`src/rtl/fsp_pkg.sv`:
```
// Package with the types, codes and defaults of the frame section profiler.
package fsp_pkg;

	localparam int SECTION_COUNT_DEF = 4;
	localparam logic [15:0] WINDOW_RESET = 16'd1000;
	localparam logic [31:0] ALL_ONES = 32'hFFFF_FFFF;

	localparam logic [2:0] CMD_FRAME_BEGIN = 3'd0;
	localparam logic [2:0] CMD_FRAME_END = 3'd1;
	localparam logic [2:0] CMD_SECTION_MARK = 3'd2;
	localparam logic [2:0] CMD_DRAW_CALL = 3'd3;
	localparam logic [2:0] CMD_ROUNDED_RECT = 3'd4;
	localparam logic [2:0] CMD_TEXTURE_BIND = 3'd5;

	localparam logic KIND_SUMMARY = 1'b0;
	localparam logic KIND_SECTION = 1'b1;

	typedef struct packed {
		logic [2:0] command;
		logic [3:0] section;
		logic [31:0] now_ms;
	} item_t;

	typedef struct packed {
		logic record_kind;
		logic [3:0] section_index;
		logic [31:0] frames_in_window;
		logic [31:0] avg_ms;
		logic [31:0] max_ms;
		logic [31:0] min_ms;
		logic [31:0] draw_calls_avg;
		logic [31:0] rounded_rects_avg;
		logic [31:0] texture_binds_avg;
		logic last;
	} record_t;

	typedef struct packed {
		logic [31:0] start;
		logic [31:0] fsum;
		logic [31:0] wsum;
		logic [31:0] peak;
	} sec_word_t;

endpackage

```
`src/rtl/fsp_ram.sv`:
```
// Generic single-port-write, registered-read RAM.
module fsp_ram #(
	parameter int WIDTH = 8,
	parameter int DEPTH = 4,
	localparam int AW = (DEPTH > 1) ? $clog2(DEPTH) : 1
) (
	input logic clk,
	input logic we,
	input logic [AW-1:0] waddr,
	input logic [WIDTH-1:0] wdata,
	input logic [AW-1:0] raddr,
	output logic [WIDTH-1:0] rdata
);
	logic [WIDTH-1:0] mem_q [DEPTH];

	always_ff @(posedge clk) begin
		if (we) begin
			mem_q[waddr] <= wdata;
		end
		rdata <= mem_q[raddr];
	end
endmodule

```
`src/rtl/fsp_div.sv`:
```
// Restoring 32-bit unsigned divider, one quotient bit per cycle.
module fsp_div (
	input logic clk,
	input logic arst_n,
	input logic start,
	input logic [31:0] dividend,
	input logic [31:0] divisor,
	output logic done,
	output logic [31:0] quotient
);
	logic busy_q;
	logic done_q;
	logic [4:0] cnt_q;
	logic [31:0] rem_q;
	logic [31:0] quo_q;
	logic [31:0] dvs_q;
	logic [32:0] trial;

	assign trial = {rem_q, quo_q[31]} - {1'b0, dvs_q};

	always_ff @(posedge clk or negedge arst_n) begin
		if (!arst_n) begin
			busy_q <= 1'b0;
			done_q <= 1'b0;
			cnt_q <= '0;
		end else if (start) begin
			busy_q <= 1'b1;
			done_q <= 1'b0;
			cnt_q <= '0;
		end else if (busy_q) begin
			cnt_q <= cnt_q + 5'd1;
			if (cnt_q == 5'd31) begin
				busy_q <= 1'b0;
				done_q <= 1'b1;
			end
		end else begin
			done_q <= 1'b0;
		end
	end

	always_ff @(posedge clk) begin
		if (start) begin
			rem_q <= '0;
			quo_q <= dividend;
			dvs_q <= divisor;
		end else if (busy_q) begin
			if (!trial[32]) begin
				rem_q <= trial[31:0];
			end else begin
				rem_q <= {rem_q[30:0], quo_q[31]};
			end
			quo_q <= {quo_q[30:0], ~trial[32]};
		end
	end

	assign done = done_q;
	assign quotient = quo_q;
endmodule

```
`src/rtl/frame_section_profiler.sv`:
```
// Top level of the frame section profiler.
//
// The block takes one event per transfer, and only while it is idle. Frame
// begin and the three draw counters are handled in the idle state, a section
// mark reads, modifies and writes the section memory, and a frame end folds
// every section into the window totals, a read and a write per section. A
// frame end that closes the window then produces a report: four divisions and
// one send for the summary, then per section a read, a division and a send;
// each send waits while the output is stalled. Per-section state lives in one
// RAM with a registered read; flags clear it at frame begin and window close.
module frame_section_profiler #(
	parameter int SECTION_COUNT = fsp_pkg::SECTION_COUNT_DEF
) (
	input logic clk,
	input logic arst_n,
	input logic cfg_we,
	input logic [15:0] cfg_data,
	input logic item_valid,
	output logic item_ready,
	input fsp_pkg::item_t item,
	output logic rec_valid,
	input logic rec_ready,
	output fsp_pkg::record_t rec
);
	import fsp_pkg::*;

	localparam int SW = (SECTION_COUNT > 1) ? $clog2(SECTION_COUNT) : 1;
	localparam logic [SW-1:0] LAST_SEC = SW'(SECTION_COUNT - 1);

	localparam logic [3:0] ST_IDLE = 4'd0;
	localparam logic [3:0] ST_MARK_RD = 4'd1;
	localparam logic [3:0] ST_MARK_WR = 4'd2;
	localparam logic [3:0] ST_FOLD_RD = 4'd3;
	localparam logic [3:0] ST_FOLD_WR = 4'd4;
	localparam logic [3:0] ST_CHECK = 4'd5;
	localparam logic [3:0] ST_DIV_GO = 4'd6;
	localparam logic [3:0] ST_DIV_WAIT = 4'd7;
	localparam logic [3:0] ST_SUM_SEND = 4'd8;
	localparam logic [3:0] ST_SEC_RD = 4'd9;
	localparam logic [3:0] ST_SEC_GO = 4'd10;
	localparam logic [3:0] ST_SEC_WAIT = 4'd11;
	localparam logic [3:0] ST_SEC_SEND = 4'd12;

	logic [3:0] state_q;
	logic [15:0] window_q;
	logic [31:0] now_q;
	logic [SW-1:0] addr_q;
	logic [1:0] sel_q;

	logic [31:0] fstart_q, fdraw_q, frnd_q, fbind_q;
	logic [31:0] wstart_q, wframes_q, wfsum_q, wfmax_q, wfmin_q;
	logic [31:0] wdraw_q, wrnd_q, wbind_q;
	logic [31:0] qframe_q, qdraw_q, qrnd_q, qbind_q;
	logic [SECTION_COUNT-1:0] running_q, fvalid_q, wvalid_q;

	record_t rec_q;
	logic rec_valid_q;
	logic out_free;
	logic rec_load;

	logic accept;
	logic [31:0] ft;
	logic sec_ok;

	sec_word_t rd_word, wr_word;
	logic [127:0] rd_raw;
	logic ram_we;
	logic [31:0] fsum_e, wsum_e, peak_e, fsum_new;

	logic div_start, div_done;
	logic [31:0] div_dividend, div_divisor, div_quo;

	assign accept = item_valid && item_ready;
	assign item_ready = (state_q == ST_IDLE);
	assign out_free = !rec_valid_q || rec_ready;
	assign rec_load = out_free && ((state_q == ST_SUM_SEND) || (state_q == ST_SEC_SEND));
	assign ft = item.now_ms - fstart_q;
	assign sec_ok = {1'b0, item.section} < 5'(SECTION_COUNT);

	fsp_ram #(.WIDTH(128), .DEPTH(SECTION_COUNT)) u_ram (
		.clk(clk),
		.we(ram_we),
		.waddr(addr_q),
		.wdata(wr_word),
		.raddr(addr_q),
		.rdata(rd_raw)
	);

	assign rd_word = sec_word_t'(rd_raw);
	assign fsum_e = fvalid_q[addr_q] ? rd_word.fsum : 32'd0;
	assign wsum_e = wvalid_q[addr_q] ? rd_word.wsum : 32'd0;
	assign peak_e = wvalid_q[addr_q] ? rd_word.peak : 32'd0;
	assign fsum_new = fsum_e + (now_q - rd_word.start);

	always_comb begin
		ram_we = 1'b0;
		wr_word = '{start: rd_word.start, fsum: fsum_e, wsum: wsum_e, peak: peak_e};
		case (state_q)
			ST_MARK_WR: begin
				ram_we = 1'b1;
				if (!running_q[addr_q]) begin
					wr_word.start = now_q;
				end else begin
					wr_word.fsum = fsum_new;
				end
			end
			ST_FOLD_WR: begin
				ram_we = 1'b1;
				wr_word.wsum = wsum_e + fsum_e;
				wr_word.peak = (fsum_e > peak_e) ? fsum_e : peak_e;
			end
			default: begin
				ram_we = 1'b0;
			end
		endcase
	end

	// Frame count is at least one whenever a report runs.
	assign div_divisor = (wframes_q == 32'd0) ? 32'd1 : wframes_q;
	always_comb begin
		case (sel_q)
			2'd0: div_dividend = wfsum_q;
			2'd1: div_dividend = wdraw_q;
			2'd2: div_dividend = wrnd_q;
			default: div_dividend = wbind_q;
		endcase
		if (state_q == ST_SEC_GO) begin
			div_dividend = wsum_e;
		end
	end
	assign div_start = (state_q == ST_DIV_GO) || (state_q == ST_SEC_GO);

	fsp_div u_div (
		.clk(clk),
		.arst_n(arst_n),
		.start(div_start),
		.dividend(div_dividend),
		.divisor(div_divisor),
		.done(div_done),
		.quotient(div_quo)
	);

	always_ff @(posedge clk or negedge arst_n) begin
		if (!arst_n) begin
			state_q <= ST_IDLE;
			window_q <= WINDOW_RESET;
			now_q <= '0;
			addr_q <= '0;
			sel_q <= '0;
			fstart_q <= '0;
			fdraw_q <= '0;
			frnd_q <= '0;
			fbind_q <= '0;
			wstart_q <= '0;
			wframes_q <= '0;
			wfsum_q <= '0;
			wfmax_q <= '0;
			wfmin_q <= ALL_ONES;
			wdraw_q <= '0;
			wrnd_q <= '0;
			wbind_q <= '0;
			qframe_q <= '0;
			qdraw_q <= '0;
			qrnd_q <= '0;
			qbind_q <= '0;
			running_q <= '0;
			fvalid_q <= '0;
			wvalid_q <= '0;
			rec_valid_q <= 1'b0;
		end else begin
			if (cfg_we) begin
				window_q <= cfg_data;
			end
			if (rec_valid_q && rec_ready && !rec_load) begin
				rec_valid_q <= 1'b0;
			end
			case (state_q)
				ST_IDLE: begin
					if (accept) begin
						now_q <= item.now_ms;
						case (item.command)
							CMD_FRAME_BEGIN: begin
								fstart_q <= item.now_ms;
								fdraw_q <= '0;
								frnd_q <= '0;
								fbind_q <= '0;
								running_q <= '0;
								fvalid_q <= '0;
							end
							CMD_FRAME_END: begin
								wframes_q <= wframes_q + 32'd1;
								wfsum_q <= wfsum_q + ft;
								if (ft > wfmax_q) wfmax_q <= ft;
								if (ft < wfmin_q) wfmin_q <= ft;
								wdraw_q <= wdraw_q + fdraw_q;
								wrnd_q <= wrnd_q + frnd_q;
								wbind_q <= wbind_q + fbind_q;
								addr_q <= '0;
								state_q <= ST_FOLD_RD;
							end
							CMD_SECTION_MARK: begin
								if (sec_ok) begin
									addr_q <= item.section[SW-1:0];
									state_q <= ST_MARK_RD;
								end
							end
							CMD_DRAW_CALL: fdraw_q <= fdraw_q + 32'd1;
							CMD_ROUNDED_RECT: frnd_q <= frnd_q + 32'd1;
							CMD_TEXTURE_BIND: fbind_q <= fbind_q + 32'd1;
							default: begin
							end
						endcase
					end
				end
				ST_MARK_RD: state_q <= ST_MARK_WR;
				ST_MARK_WR: begin
					running_q[addr_q] <= !running_q[addr_q];
					fvalid_q[addr_q] <= 1'b1;
					wvalid_q[addr_q] <= 1'b1;
					state_q <= ST_IDLE;
				end
				ST_FOLD_RD: state_q <= ST_FOLD_WR;
				ST_FOLD_WR: begin
					fvalid_q[addr_q] <= 1'b1;
					wvalid_q[addr_q] <= 1'b1;
					if (addr_q == LAST_SEC) begin
						state_q <= ST_CHECK;
					end else begin
						addr_q <= addr_q + SW'(1);
						state_q <= ST_FOLD_RD;
					end
				end
				ST_CHECK: begin
					sel_q <= '0;
					addr_q <= '0;
					if ((now_q - wstart_q) >= {16'd0, window_q}) begin
						state_q <= ST_DIV_GO;
					end else begin
						state_q <= ST_IDLE;
					end
				end
				ST_DIV_GO: state_q <= ST_DIV_WAIT;
				ST_DIV_WAIT: begin
					if (div_done) begin
						case (sel_q)
							2'd0: qframe_q <= div_quo;
							2'd1: qdraw_q <= div_quo;
							2'd2: qrnd_q <= div_quo;
							default: qbind_q <= div_quo;
						endcase
						sel_q <= sel_q + 2'd1;
						state_q <= (sel_q == 2'd3) ? ST_SUM_SEND : ST_DIV_GO;
					end
				end
				ST_SUM_SEND: begin
					if (out_free) begin
						rec_valid_q <= 1'b1;
						state_q <= ST_SEC_RD;
					end
				end
				ST_SEC_RD: state_q <= ST_SEC_GO;
				ST_SEC_GO: state_q <= ST_SEC_WAIT;
				ST_SEC_WAIT: begin
					if (div_done) begin
						state_q <= ST_SEC_SEND;
					end
				end
				ST_SEC_SEND: begin
					if (out_free) begin
						rec_valid_q <= 1'b1;
						if (addr_q == LAST_SEC) begin
							wstart_q <= now_q;
							wframes_q <= '0;
							wfsum_q <= '0;
							wfmax_q <= '0;
							wfmin_q <= ALL_ONES;
							wdraw_q <= '0;
							wrnd_q <= '0;
							wbind_q <= '0;
							wvalid_q <= '0;
							state_q <= ST_IDLE;
						end else begin
							addr_q <= addr_q + SW'(1);
							state_q <= ST_SEC_RD;
						end
					end
				end
				default: state_q <= ST_IDLE;
			endcase
		end
	end

	// The divider holds its quotient until the next start, so the section send
	// state can take it directly.
	always_ff @(posedge clk) begin
		if (state_q == ST_SUM_SEND && out_free) begin
			rec_q <= '{record_kind: KIND_SUMMARY, section_index: 4'd0,
				frames_in_window: wframes_q, avg_ms: qframe_q, max_ms: wfmax_q,
				min_ms: wfmin_q, draw_calls_avg: qdraw_q, rounded_rects_avg: qrnd_q,
				texture_binds_avg: qbind_q, last: 1'b0};
		end else if (state_q == ST_SEC_SEND && out_free) begin
			rec_q <= '{record_kind: KIND_SECTION, section_index: 4'(addr_q),
				frames_in_window: wframes_q, avg_ms: div_quo, max_ms: peak_e,
				min_ms: 32'd0, draw_calls_avg: 32'd0, rounded_rects_avg: 32'd0,
				texture_binds_avg: 32'd0, last: (addr_q == LAST_SEC)};
		end
	end

	assign rec_valid = rec_valid_q;
	assign rec = rec_q;
endmodule
```
`config.mk`:
```
export PLATFORM = sky130hd
export DESIGN_NAME = frame_section_profiler
export DESIGN_NICKNAME = d
export VERILOG_FILES = /design/src/rtl/fsp_pkg.sv /design/src/rtl/fsp_ram.sv /design/src/rtl/fsp_div.sv /design/src/rtl/frame_section_profiler.sv
export SDC_FILE = /design/constraint.sdc
export NUM_CORES = 2
export LEC_CHECK = 0
export BUFFER_PORTS_ARGS = -buffer_cell sky130_fd_sc_hd__buf_2
export CAP_MARGIN = 10
export CORE_MARGIN = 8
export CORE_UTILIZATION = 63
export CTS_BUF_LIST = sky130_fd_sc_hd__clkbuf_8 sky130_fd_sc_hd__clkbuf_16
export CTS_CLUSTER_SIZE = 10
export DETAILED_ROUTE_END_ITERATION = 8
export PLACE_DENSITY = 0.92
export SYNTH_ARGS = -nofsm -noshare
export SYNTH_HDL_FRONTEND = slang
export SYNTH_SLANG_ARGS = --single-unit
```
`constraint.sdc`:
```
create_clock -name clk -period 8.9 [get_ports clk]
set_clock_uncertainty 0.05 [all_clocks]
set_input_delay 1.335 -clock clk [delete_from_list [all_inputs] [get_ports clk]]
set_output_delay 1.335 -clock clk [all_outputs]
set_load 0.02 [all_outputs]
```
; Yosys cells after proc, flatten, opt, wreduce, memory -nomap -nowiden
; Memories as Yosys holds them, arrays and structs flattened. A register that Yosys moved wholly into a read port is not among the register bits.
; Cells that the tools add are included.
[classes]
addsub = 17
magnitude_cmp = 7
eq_ne = 35
mux = 95
bitwise_logic = 4
reduce_logical = 50
[ops]
columns = cell, n
row1 = $mux W32, 30
row2 = $pmux W32 S2, 10
row3 = $mux W225, 2
row4 = $add A32 B32 Y32, 6
row5 = $add A32 B1 Y32 const B, 4
row6 = $mux W64, 2
row7 = $pmux W32 S3, 1
row8 = $sub A32 B32 Y32, 3
row9 = $gt A32 B32 Y1, 2
row10 = $mux W4, 12
row11 = $pmux W4 S12, 1
row12 = $reduce_and A3 Y1, 12
row13 = $sub A33 B32 Y33, 1
row14 = $ge A32 B16 Y1, 1
row15 = $logic_not A32 Y1, 1
row16 = $lt A32 B32 Y1, 1
row17 = $pmux W4 S2, 4
row18 = $eq A4 B4 Y1 const B, 5
row19 = $reduce_bool A2 Y1, 10
row20 = $eq A4 B3 Y1 const B, 4
row21 = $mux W1, 16
row22 = $ne A2 B1 Y1 const B, 7
row23 = $reduce_and A6 Y1, 2
row24 = $mux W2, 5
row25 = 37 further kinds, 66
[word_totals]
regBits = 912
ram_bits = 512
in_bits = 60
output_inout_bits = 232
wordCells = 250
mem_count = 1
[mem_list]
columns = name, words, width, read_ports, rd_ports_with_merged_regs, write_ports, line
row1 = u_ram.mem_q, 4, 128, 1, 1, 1, fsp_ram.sv:14  ; logic [WIDTH-1:0] mem_q [DEPTH];

; Longest topological paths before layout
[logic_depth]
depth_word = 8
ltp_mapped = 27
mapped_depth_nobuf = 25

; Hierarchy
; A second synthesis with hierarchy kept.
[unflattened]
cells_unflattened = 6576
area_unflattened_um2 = 77455.5
[modules_own_cells]
columns = module, instances, cells_each, area_each_um2, seq_area_each_um2
row1 = frame_section_profiler, 1, 5250, 50472.2, 21393.0
row2 = fsp_ram, 1, 800, 21165.3, 17937.2
row3 = fsp_div, 1, 526, 5818.1, 2737.6

; Least setup slack after synthesis
; No wires, ideal clock.
[synth_timing]
path_type = input-to-reg
startpoint = input rec_ready
endpoint = register rec_q (netlist bit rec[215]), data pin
setup_ns = 0.180
arrival_ns = 8.665
t_required_ns = 8.670
setup_slack_ns = 0.005
cell_stages = 6
n_path_buf = 2
cell_sequence = nand2b_1 -> clkbuf_1 -> nand3_1 -> inv_1 -> clkbuf_1 -> and2_1
[synth_via]
elab_chain_len = 3
[synth_lines]
columns = item, line
row1 = "start, declared", frame_section_profiler.sv:22  ; input logic rec_ready,
row2 = $logic_or A1 B1 Y1, frame_section_profiler.sv:75  ; assign out_free = !rec_valid_q || rec_ready;
row3 = $logic_and A1 B1 Y1, frame_section_profiler.sv:296  ; if (state_q == ST_SUM_SEND && out_free) begin
row4 = $mux W225, frame_section_profiler.sv:296
row5 = "end signal, assigned", frame_section_profiler.sv:297  ; rec_q <= '{record_kind: KIND_SUMMARY, section_index: 4'd0,
row6 = "end signal, assigned", frame_section_profiler.sv:302  ; rec_q <= '{record_kind: KIND_SECTION, section_index: 4'(addr_q),
row7 = "end, declared", frame_section_profiler.sv:56  ; record_t rec_q;
; Every way passes these cells.
; A chain may end at the register's enable or synchronous reset.

; Worst setup path in the final report
[layout_timing]
startpoint = register addr_q[0]
endpoint = memory u_ram.mem_q[2][94], data pin
[layout_via]
elab_chain_len = 6
elab_cells_between_ends = 8
classes_between = add/sub: 1 / mux: 7
[layout_lines]
columns = item, line
row1 = "start, declared", frame_section_profiler.sv:47  ; logic [SW-1:0] addr_q;
row2 = "start signal, assigned", frame_section_profiler.sv:203  ; addr_q <= item.section[SW-1:0];
row3 = "start signal, assigned", frame_section_profiler.sv:229  ; addr_q <= addr_q + SW'(1);
row4 = "start signal, assigned", frame_section_profiler.sv:283  ; addr_q <= addr_q + SW'(1);
row5 = $bmux W1 S2, frame_section_profiler.sv:90  ; assign fsum_e = fvalid_q[addr_q] ? rd_word.fsum : 32'd0;
row6 = $mux W1 (implied by the code), frame_section_profiler.sv:90
row7 = $mux W32, frame_section_profiler.sv:90
row8 = $add A32 B32 Y32, frame_section_profiler.sv:93  ; assign fsum_new = fsum_e + (now_q - rd_word.start);
row9 = $mux W32, frame_section_profiler.sv:101  ; if (!running_q[addr_q]) begin
row10 = $mux W64 *, frame_section_profiler.sv:98  ; case (state_q)
row11 = named net u_ram.wdata[94], fsp_ram.sv:10  ; input logic [WIDTH-1:0] wdata,
row12 = "end, declared", fsp_ram.sv:14
; Mark *: on every way through the listed nets, which the timed path passes. The rest lies on a longest branch. The select of a mux whose other input is x is not followed.

==> flow_summary.ini <==
[clock_network]
clockBufferDepth = 3
ctsHtreeMaxLevel = 4
root_buffer = clkbuf_16
path_clk_slew_ns = 0.06
cts_hold_buf = 0
clock_latency_ns = 0.82
ctsResizeCount = 0
cts_buffers = 177
clkSinkCount = 1552
post_cts_buffers = 0
cts_tree = yes

[die]
start_util_pct = 63.4
row_count = 128
die_area_um2 = 134000
core_um2 = 122000
io_pins = 292
die_w_um = 366
die_y_um = 366

[job]
cap_viol_max_count = 0

[synth]
async_flop_share_pct = 37.9
synth_area_um2 = 77100
ys_seq_area_share_pct = 54.6
synth-warning-count = 0
netlist_instances = 6633
synth_flop_cell = edfxtp_1
synthTopCellsByCount = edfxtp_1 (800), nand2_1 (621), dfrtp_1 (550), o21ai_0 (478), ha_1 (407)
ys_types = 100
synth_area_leader_cell = edfxtp_1
synth_edf_count = 800
yosysTopAreaCellShare_pct = 31.2
yosysMostFrequentCell = edfxtp_1
avgSynthCellArea_um2 = 11.6
ys_top_cells_by_area = edfxtp_1 (31%), dfrtp_1 (18%), ha_1 (6.6%)
ys_ff_latch = 1552

[routing]
routed_wl_mm = 214
drtIter0Drc = 6955
routed_via_density = 6.46
drc = 2
wl_per_cell_um = 24.8
drtPass1Iterations = 9
ant_nets = 0
vias = 55900

[cells_and_area]
fin_nets = 7380
top_register = u_ram.mem_q
largest_register_ffs = 512
syn2layout_area_growth_pct = 10.9
drive_gt1_share_pct = 14.0
fillCellCount = 7879
finalInstanceArea_um2 = 85500

[sta]
fin_crit_sh_pct = 73.6
hold_violations = 0
timing.fmax_mhz = 153
fin_setup_tns_ns = 0
fin_crit_ns = 6.55
setup_viol = 0
worstMarginPinSlew_ns = 1.25
relSlewSlack_pct = 16.7
maxSlewViolCount = 0
rsz0062_at_grt = false

[grt]
grt_antenna_before_repair = 11
top_usage_layer = met2
use_met1_pct = 39.5
met3_usage_pct = 6.82
grt_pass1_wl_mm = 329
grt_pass1_vias = 55800
track_usage_pct = 31.2
overflow = 0
grt_max_degree = 149
grt_util_met2_pct = 50.1

[setup_path]
r2r_start = addr_q[0]
rr_endpoint = u_ram.mem_q[2][94]
crit_arrival_ns = 7.06
critPathLaunchType = register
r2r_slack_ns = 2.35
r2r_cells = 16
endpoint_kind = register
crit_fanout = 32
crit_type = reg -> reg
required_ns = 9.41

[power_and_ir_drop]
powerDensity_nw_per_um2 = 169
p_leak_nw = 34.3
internal-power_mw = 11.3
ir_drop_v = 0.000226
pwr-share-seq_pct = 52.0
p_comb_share_pct = 1.8
p_sw_mw = 3.11
swShare_pct = 21.6
clkPwrFrac_pct = 46.2

[worst_hold_path]
hp-class = in -> async

[placement]
dpl.hpwl_mm = 144
finalWeightedCongestion = 0.960
port_buffers = 289
dpl_cell_area_um2 = 80100

[outcome]
status = finished, violations left
violations = DRC
==> final cells by class <==
class	instances	area (um2)	share of cell area [%]
sequential	1552	42100	49.2
multi-input combinational	4384	32500	38.0
clock buffer	187	4600	5.38
tap	1625	2030	2.38
timing repair buffer	357	2020	2.36
inverter	402	1520	1.77
clock inverter	143	759	0.889
antenna	6	15.0	0.0176
==> placed cells by master, fill, tap and decap left out, types with 26 or more instances in the layout <==
cell       count
nor3_1        58
o21ai_0      478
or3_1         46
o22a_1        35
dfxtp_1      164
nand2_1      619
nand3_1      109
buf_4         64
mux2_2       194
inv_1        524
a222oi_1      32
fa_1          39
a211oi_1      64
edfxtp_1     800
nand4_1       61
o21ai_1       36
ha_1         407
a21oi_1      350
nor2_1       334
clkbuf_16    180
nor2b_1       58
a22o_1        77
a21o_1       161
a31oi_1       26
xor2_1       163
xnor2_1      157
buf_2        288
o21a_1        49
mux2i_1       57
mux4_2       131
and2_1       206
o21bai_1      37
dfstp_2       38
nand2b_1      46
dfrtp_1      548
o31ai_1       40
and3_1        60
==> kinds of logic (layout without fill, tap and decap cells) <==
| family | Yosys count | count (layout) | synth area share [%] |
|---|---|---|---|
| XOR/XNOR | 320 | 320 | 3.64 |
| flip-flops | 1552 | 1552 | 54.6 |
| AND/OR/NAND/NOR | 1695 | 1695 | 10.6 |
| multiplexers | 382 | 382 | 7.40 |
| other | 1 | 8 | 0.00486 |
| AO/OA/AOI/OAI | 1539 | 1539 | 12.8 |
| buffers and inverters | 698 | 1089 | 3.43 |
| adder cells (fa/ha/maj) | 446 | 446 | 7.62 |
==> power by group through the flow <==
stage | Combinational, mW | Clock [mW] | Sequential [mW]
floorplan | 0.129 | 0 | 7.64
global placement | 0.251 | 0 | 7.65
detailed placement | 0.258 | 0 | 7.65
CTS | 0.261 | 6.72 | 7.50
global route | 0.291 | 7.01 | 7.50
finish | 0.260 | 6.67 | 7.50
==> worst max-delay path by stage <==
stage	from	to	slack (ns)	depth (start not counted)
finish	addr_q[0]	u_ram.mem_q[2][94]	2.35	16
global route	item[0]	wfmax_q[19]	2.17	25
CTS	item[0]	wfmax_q[15]	2.57	25
detailed placement	item[0]	wfmax_q[14]	1.72	25
global placement	item[0]	wfmax_q[6]	1.75	25
floorplan	rec_ready	rec[215]	0.005	6
==> per-layer routing <==
metal | vias up | part of all wire, %
met5 | - | 0.010
met4 | 4 | 6.3
met3 | 711 | 9.9
met2 | 3318 | 47
met1 | 27300 | 37
li1 | 24600 | -
==> per-stage QoR <==
step	hold slack, ns	power, mW	utilization [%]	setup WS [ns]	instances
2_1_floorplan	0.392	7.77	-	0.00469	6634
3_3_place_gp	0.390	7.90	65.9	1.75	8320
3_5_place_dp	0.433	7.90	65.9	1.72	8320
4_1_cts	0.446	14.5	70.3	2.57	8650
5_1_grt	0.449	14.8	70.3	2.17	8650
6_report	0.447	14.4	70.3	2.35	8656
==> worst max-delay path, stage by stage, from the launching register on <==
cell and delay [ns]:
dfrtp_4 0.82, mux4_2 0.59, buf_4 0.29, nand2_1 0.42, fa_1 0.53, fa_1 0.44, nor2b_1 0.19, o21a_1 0.17
o21ai_1 0.11, a21oi_1 0.27, a31oi_1 0.26, o31ai_1 0.73, a21oi_1 0.21, a31oi_1 0.40, a21oi_1 0.18, xor2_1 0.18
o21ai_0 0.40
Note: power is estimated with default switching activity, not from simulation.
